[config.mk]
export PLATFORM = sky130hd
export DESIGN_NAME = lcc_datapath
export DESIGN_NICKNAME = d
export VERILOG_FILES = /design/src/lcc_pkg.sv /design/src/lcc_datapath.sv
export SDC_FILE = /design/constraint.sdc
export NUM_CORES = 1
export LEC_CHECK = 0
export ABC_AREA = 1
export BUFFER_PORTS_ARGS = -buffer_cell sky130_fd_sc_hd__buf_2
export CELL_PAD_IN_SITES_DETAIL_PLACEMENT = 0
export CELL_PAD_IN_SITES_GLOBAL_PLACEMENT = 1
export CORE_AREA = 2 2 211 109
export CTS_CLUSTER_SIZE = 28
export DETAILED_ROUTE_END_ITERATION = 8
export DIE_AREA = 0 0 213 111
export HOLD_SLACK_MARGIN = 0.12
export PLACE_DENSITY = 0.86
export SYNTH_ARGS = -nofsm -noshare
export SYNTH_HDL_FRONTEND = slang
export SYNTH_SLANG_ARGS = --single-unit
[constraint.sdc]
create_clock -name clk -period 2.9 [get_ports clk]
set_input_delay 0.435 -clock clk [delete_from_list [all_inputs] [get_ports clk]]
set_output_delay 0.435 -clock clk [all_outputs]
set_load 0.05 [all_outputs]
[src/lcc_pkg.sv]
// ----------------------------------------------------------------------------
// lcc_pkg
// Types and constants shared by the card number checker modules.
// ----------------------------------------------------------------------------
package lcc_pkg;

  localparam int CARD_WIDTH  = 54;
  // Decimal digits needed for any CARD_WIDTH-bit value (2^54 - 1 has 17).
  localparam int NUM_DIGITS  = 17;
  localparam int BCD_W       = NUM_DIGITS * 4;
  localparam int BIT_CNT_W   = $clog2(CARD_WIDTH);
  localparam int IDX_W       = $clog2(NUM_DIGITS);
  localparam int COUNT_W     = 5;
  localparam int PAIR_W      = 7;
  localparam int CLASS_W     = 2;

  localparam logic [CLASS_W-1:0] CLS_INVALID = 2'd0;
  localparam logic [CLASS_W-1:0] CLS_15_3X   = 2'd1;
  localparam logic [CLASS_W-1:0] CLS_16_5X   = 2'd2;
  localparam logic [CLASS_W-1:0] CLS_4X      = 2'd3;

  localparam logic [COUNT_W-1:0] LEN_13 = 5'd13;
  localparam logic [COUNT_W-1:0] LEN_15 = 5'd15;
  localparam logic [COUNT_W-1:0] LEN_16 = 5'd16;

  localparam logic [PAIR_W-1:0] PAIR_34 = 7'd34;
  localparam logic [PAIR_W-1:0] PAIR_37 = 7'd37;
  localparam logic [PAIR_W-1:0] PAIR_51 = 7'd51;
  localparam logic [PAIR_W-1:0] PAIR_55 = 7'd55;
  localparam logic [PAIR_W-1:0] PAIR_40 = 7'd40;
  localparam logic [PAIR_W-1:0] PAIR_49 = 7'd49;

  typedef struct packed {
    logic load;     // capture a new card number, clear the datapath
    logic shift;    // one double-dabble step
    logic scan;     // consume the lowest decimal digit
    logic publish;  // move the result into the output register
  } lcc_cmd_t;

  typedef struct packed {
    logic conv_last;  // this shift takes the last binary bit
    logic scan_last;  // this scan step takes the last digit
  } lcc_status_t;

endpackage

[src/lcc_datapath.sv]
// ----------------------------------------------------------------------------
// lcc_datapath
// Bit-serial double dabble, digit-serial Luhn sum, class decode, output beat.
// ----------------------------------------------------------------------------
module lcc_datapath #(
  parameter int MAX_DIGITS = 16
) (
  input  logic                            clk,
  input  lcc_pkg::lcc_cmd_t               cmd,
  input  logic [lcc_pkg::CARD_WIDTH-1:0]  card_number,
  output lcc_pkg::lcc_status_t            status,
  output logic [lcc_pkg::CLASS_W-1:0]     issuer_class,
  output logic                            checksum_ok,
  output logic [lcc_pkg::COUNT_W-1:0]     digit_count,
  output logic [lcc_pkg::PAIR_W-1:0]      leading_pair
);
  import lcc_pkg::*;

  localparam logic [IDX_W-1:0]     IDX_LAST  = IDX_W'(NUM_DIGITS - 1);
  localparam logic [BIT_CNT_W-1:0] BIT_LAST  = BIT_CNT_W'(CARD_WIDTH - 1);
  localparam logic [IDX_W-1:0]     IDX_LIMIT = IDX_W'(MAX_DIGITS);
  // digit positions at or above the limit exist only when the limit is below NUM_DIGITS
  localparam bit                   LIMIT_ACTIVE = (MAX_DIGITS < NUM_DIGITS);

  logic [CARD_WIDTH-1:0] bin;
  logic [BCD_W-1:0]      bcd;
  logic [BCD_W-1:0]      bcd_adj;
  logic [BIT_CNT_W-1:0]  bit_cnt;
  logic [IDX_W-1:0]      idx;
  logic [3:0]            sum;
  logic [3:0]            sum_next;
  logic [COUNT_W-1:0]    count;
  logic [PAIR_W-1:0]     pair;
  logic [3:0]            prev;
  logic                  ovf;

  logic [3:0]            d;
  logic [4:0]            dbl;
  logic [3:0]            term;
  logic [4:0]            acc;
  logic                  take_lead;
  logic [PAIR_W-1:0]     pair_new;
  logic                  ok;
  logic [CLASS_W-1:0]    cls;

  assign status.conv_last = (bit_cnt == BIT_LAST);
  assign status.scan_last = (idx == IDX_LAST);

  // add 3 to every BCD digit of 5 or more ahead of the shift
  always_comb begin
    for (int i = 0; i < NUM_DIGITS; i++) begin
      bcd_adj[i*4 +: 4] = (bcd[i*4 +: 4] >= 4'd5) ? bcd[i*4 +: 4] + 4'd3 : bcd[i*4 +: 4];
    end
  end

  // Luhn term of the current digit; odd index means an even position from the right
  always_comb begin
    d        = bcd[3:0];
    dbl      = {d, 1'b0};
    term     = idx[0] ? ((dbl > 5'd9) ? 4'(dbl - 5'd9) : dbl[3:0]) : d;
    acc      = {1'b0, sum} + {1'b0, term};
    sum_next = (acc >= 5'd10) ? 4'(acc - 5'd10) : acc[3:0];
    take_lead = (d != 4'd0) || (idx == '0);
    pair_new = (idx == '0) ? PAIR_W'(d)
                           : PAIR_W'({d, 3'b000}) + PAIR_W'({d, 1'b0}) + PAIR_W'(prev);
  end

  always_comb begin
    ok  = (sum == 4'd0);
    cls = CLS_INVALID;
    if (ok) begin
      if (count == LEN_15 && (pair == PAIR_34 || pair == PAIR_37)) begin
        cls = CLS_15_3X;
      end else if (count == LEN_16 && pair >= PAIR_51 && pair <= PAIR_55) begin
        cls = CLS_16_5X;
      end else if ((count == LEN_13 || count == LEN_16) && pair >= PAIR_40
                   && pair <= PAIR_49) begin
        cls = CLS_4X;
      end
    end
  end

  always_ff @(posedge clk) begin
    if (cmd.load) begin
      bin     <= card_number;
      bcd     <= '0;
      bit_cnt <= '0;
      idx     <= '0;
      sum     <= '0;
      count   <= COUNT_W'(1);
      pair    <= '0;
      prev    <= '0;
      ovf     <= 1'b0;
    end
    if (cmd.shift) begin
      bcd     <= {bcd_adj[BCD_W-2:0], bin[CARD_WIDTH-1]};
      bin     <= {bin[CARD_WIDTH-2:0], 1'b0};
      bit_cnt <= bit_cnt + 1'b1;
    end
    if (cmd.scan) begin
      bcd  <= {4'd0, bcd[BCD_W-1:4]};
      sum  <= sum_next;
      prev <= d;
      if (take_lead) begin
        count <= COUNT_W'(idx) + COUNT_W'(1);
        pair  <= pair_new;
      end
      if (LIMIT_ACTIVE && idx >= IDX_LIMIT && d != 4'd0) ovf <= 1'b1;
      if (!status.scan_last) idx <= idx + 1'b1;
    end
    if (cmd.publish) begin
      issuer_class <= ovf ? CLS_INVALID : cls;
      checksum_ok  <= ovf ? 1'b0 : ok;
      digit_count  <= ovf ? '0 : count;
      leading_pair <= ovf ? '0 : pair;
    end
  end

endmodule

==> qor.csv <==
stage,metric,value,unit
run_status,status,completed,
sta,finClkSkew,0.007501,ns
synth,syn_area,9066,um^2
floorplanning,rows,39,
clock_network,cts_buffer_depth,2,
setup_path,max_stage_delay,0.39,ns
grt,grt_first_pass_wirelength,32.78,mm
setup_path,reg2reg_depth,21,
synth,ys_warn_count,0,
setup_path,crit_path_max_fanout,4,
drt,drt-total-wl,20.22,mm
pwr,total_leakage_power,0.004527,uW
grt,grt_max_degree,59,
setup_path,crit_slowest_cell,edfxtp_1,
final_layout,num_antenna_cells,0,
synth,synth-seq-cells,169,
synth,synth_ff_type,edfxtp_1,
drt,first_pass_iters,7,
floorplanning,die_h,111,um
setup_path,rr_endpoint,sum[1]$_SDFFCE_PN0P_,
setup_path,regToRegSetupSlack,0.21,ns
setup_path,arrival,2.89,ns
synth,syn_avg_cell_area,9.214,um^2
setup_path,cp.required,3.10,ns
sta,fmax,372.3,MHz
worst_hold_path,min_path_cells,3,
setup_path,r2r_start,bcd[1]$_DFFE_PP_,
sta,period_share,92.61,%
clock_network,htreeDepth,4,
clock_network,clock-sinks,169,
grt,grt_overflow,0,
sta,finalHoldViolCount,0,
setup_path,crit_path_start,bcd[1]$_DFFE_PP_,
worst_hold_path,holdCritStartpoint,card_number[0],
setup_path,start_kind,register,
worst_hold_path,worstHoldEndpoint,bin[0]$_SDFFE_PP0P_,
final_layout,seqCellArea,4845,um^2
placement,gp_congestion,0.8325,
drt,vias,6946,
placement,port_buffers,75,
setup_path,end_kind,register,
final_layout,multi_input_area,3638,um^2
final_layout,drive_gt1_share,14.19,%
synth,syn_nets,1097,
clock_network,ctsRootBufferMaster,clkbuf_16,
floorplanning,io_pins,76,
drt,antenna_left,0,
placement,pre_cts_ws,0.0001128,ns
synth,ys_seq_area_share,53.44,%
final_layout,area_delta_synth_final,14.82,%
floorplanning,fp.dieW,213,um
sta,setup_ws,0.2142,ns
sta,setup_viol,0,
pwr,power,7638,uW
sta,fin_crit,2.686,ns
drt,wl_per_cell,14.67,um
job,cap_violations,0,
sta,worst_slew_pin_slew,0.6863,ns
clock_network,cts_hold_buf,0,
final_layout,nNetsFinal,1171,
clock_network,cts_tree,done,
synth,synth_edf_count,146,
floorplanning,core,22110,um^2
grt,grt_pass1_vias,6260,
final_layout,fillers,2061,
drt,drc,0,
sta,drv_slew,0,
pwr,vdd_ir_drop_max,0.0003525,V
sta,slew_headroom,54.18,%
synth,yosys.cell_types.count,30,
grt,grt_usage,17.80,%
synth,syn_inst,984,
drt,via_per_inst,5.041,
worst_hold_path,hold_path.class,primary input to register,
clock_network,clkTransAtPathRegs,0.07,ns
setup_path,cp_common_cell,nand2_1,
clock_network,clock_latency,0.44,ns
setup_path,worstSetupPathType,register to register,
placement,post-dp-hpwl,14.06,mm
floorplanning,start_util,41.01,%
pwr,power_density,733.7,nW/um^2
floorplanning,dieArea,23640,um^2
clock_network,cts_made_buffers,17,
drt,drt_iter0_drc,763,
setup_path,path_cells,inv_1 -> ha_4 -> inv_1 -> nand2_2 -> nand2_4 -> xor2_1 -> nand2_1 -> o21ai_2 -> inv_1 -> fa_2 -> inv_1 -> nand2_1 -> nand2_1 -> inv_1 -> ha_2 -> nand2_1 -> nand3_2 -> nand2_2 -> nand2_1 -> nand2_1 -> nor2_1,
grt,antenna_found_initial,0,
synth,async_flop_share,0,%
## repair_timing
item,in CTS,in global routing
hold endpoints to repair,0,0
setup buffers,0,1
pin swaps,0,5
setup endpoints to repair,2,3
resized for setup,1,14
## Yosys cell counts (all sizes together) (6+ instances only)
cell | instances | share of area [%]
or2 | 9 | 0.62
dfxtp | 23 | 5.1
xor2 | 21 | 2.0
buf | 22 | 1.2
nand3 | 80 | 4.4
o21ai | 128 | 7.1
clkbuf | 13 | 0.54
o22ai | 37 | 2.6
a21oi | 48 | 2.6
inv | 127 | 5.3
nand2 | 204 | 8.7
ha | 51 | 7.0
nand4 | 6 | 0.58
nor2 | 53 | 2.3
edfxtp | 146 | 48
## critical path: cells and delay by family (launching register included)
| kind | cells | cell delay (ns) |
|---|---|---|
| AOI/OAI and AO/OA | 1 | 0.08 |
| xor gates and xnor gates | 1 | 0.15 |
| adders and majority gates | 3 | 0.68 |
| buffers and inverters | 5 | 0.35 |
| DFF | 1 | 0.39 |
| and+or+nand+nor | 11 | 0.81 |
## cells in the final DEF (no fill, tap or decap), drive strengths merged
cell type / Yosys / routed
or2: 9 / 9
buf: 22 / 90
a21oi: 48 / 48
o32ai: 2 / 2
o211ai: 1 / 1
o21a: 1 / 1
clkbuf: 13 / 19
edfxtp: 146 / 146
nand2: 204 / 204
nand4: 6 / 6
nor2: 53 / 53
clkinvlp: 0 / 2
inv: 127 / 130
nor3: 4 / 4
fa: 3 / 3
dfxtp: 23 / 23
xnor2: 4 / 4
o22ai: 37 / 37
nand3: 80 / 80
bufinv: 0 / 1
o21ai: 128 / 128
ha: 51 / 51
xor2: 21 / 21
clkinv: 0 / 7
o31ai: 1 / 1
## final cells by class
type | instances | area share, %
clock buffer | 19 | 4.159
timing repair buffer | 90 | 4.928
multi-input combinational | 653 | 34.95
clock inverter | 13 | 1.154
inverter | 127 | 4.579
tap | 307 | 3.690
sequential | 169 | 46.54
## per-layer routing
| metal | global-route usage (%) | vias up | wire length [um] |
|---|---|---|---|
| met3 | 4.051 | 16 | 1079 |
| met2 | 21.95 | 189 | 7482 |
| met5 | 0 | - | 0 |
| met4 | 4.662 | 0 | 214 |
| li1 | - | 3511 | - |
| met1 | 29.94 | 3230 | 11440 |
## cell families (layout without fill, tap and decap cells)
logic type	Yosys count	count (layout)	share of synthesized area (%)
AOI/OAI and AO/OA	218	218	12.71
xor gates and xnor gates	25	25	2.415
adders and majority gates	54	54	7.701
buffers and inverters	162	249	6.956
DFF	169	169	53.44
and+or+nand+nor	356	356	16.78
## registers in the layout, summed over array words and instances (netlist names)
signal	flops
bcd	68
bin	54
bit_cnt	6
checksum_ok	1
count	5
digit_count	5
idx	5
issuer_class	2
leading_pair	7
ovf	1
pair	7
prev	4
sum	4
## power breakdown
group	internal (uW)	total (uW)	switching (uW)	leakage (uW)
combinational	708	2040	1330	0.00248
clock	1190	2200	1020	0.000263
sequential	3130	3390	261	0.00179
total	5030	7640	2610	0.00453
## through the flow
step / hold slack (ns) / instances / utilization, % / setup TNS, ns / instance area [um^2]
after global placement: 0.4669 / 1345 / 44.35 / 0 / 9804
final: 0.2365 / 1378 / 47.09 / 0 / 10410
after CTS: 0.2186 / 1377 / 46.87 / 0 / 10360
after floorplan: 0.4459 / 984 / - / 0 / 9066
after global routing: 0.2350 / 1378 / 47.09 / -0.02769 / 10410
after detailed placement: 0.4811 / 1345 / 44.35 / 0 / 9804
## worst max path at each step
| stage | depth (start not counted) | end | slack (ns) |
|---|---|---|---|
| 3_5_place_dp | 21 | sum[1]$_SDFFCE_PN0P_ | 0.0001 |
| 5_1_grt | 21 | sum[1]$_SDFFCE_PN0P_ | -0.02 |
| 4_1_cts | 21 | sum[1]$_SDFFCE_PN0P_ | 0.02 |
| 3_3_place_gp | 21 | sum[2]$_SDFFCE_PN0P_ | 0.09 |
| 2_1_floorplan | 21 | sum[1]$_SDFFCE_PN0P_ | 0.06 |
| 6_report | 21 | sum[1]$_SDFFCE_PN0P_ | 0.21 |
(Power assumes the default switching activity.)
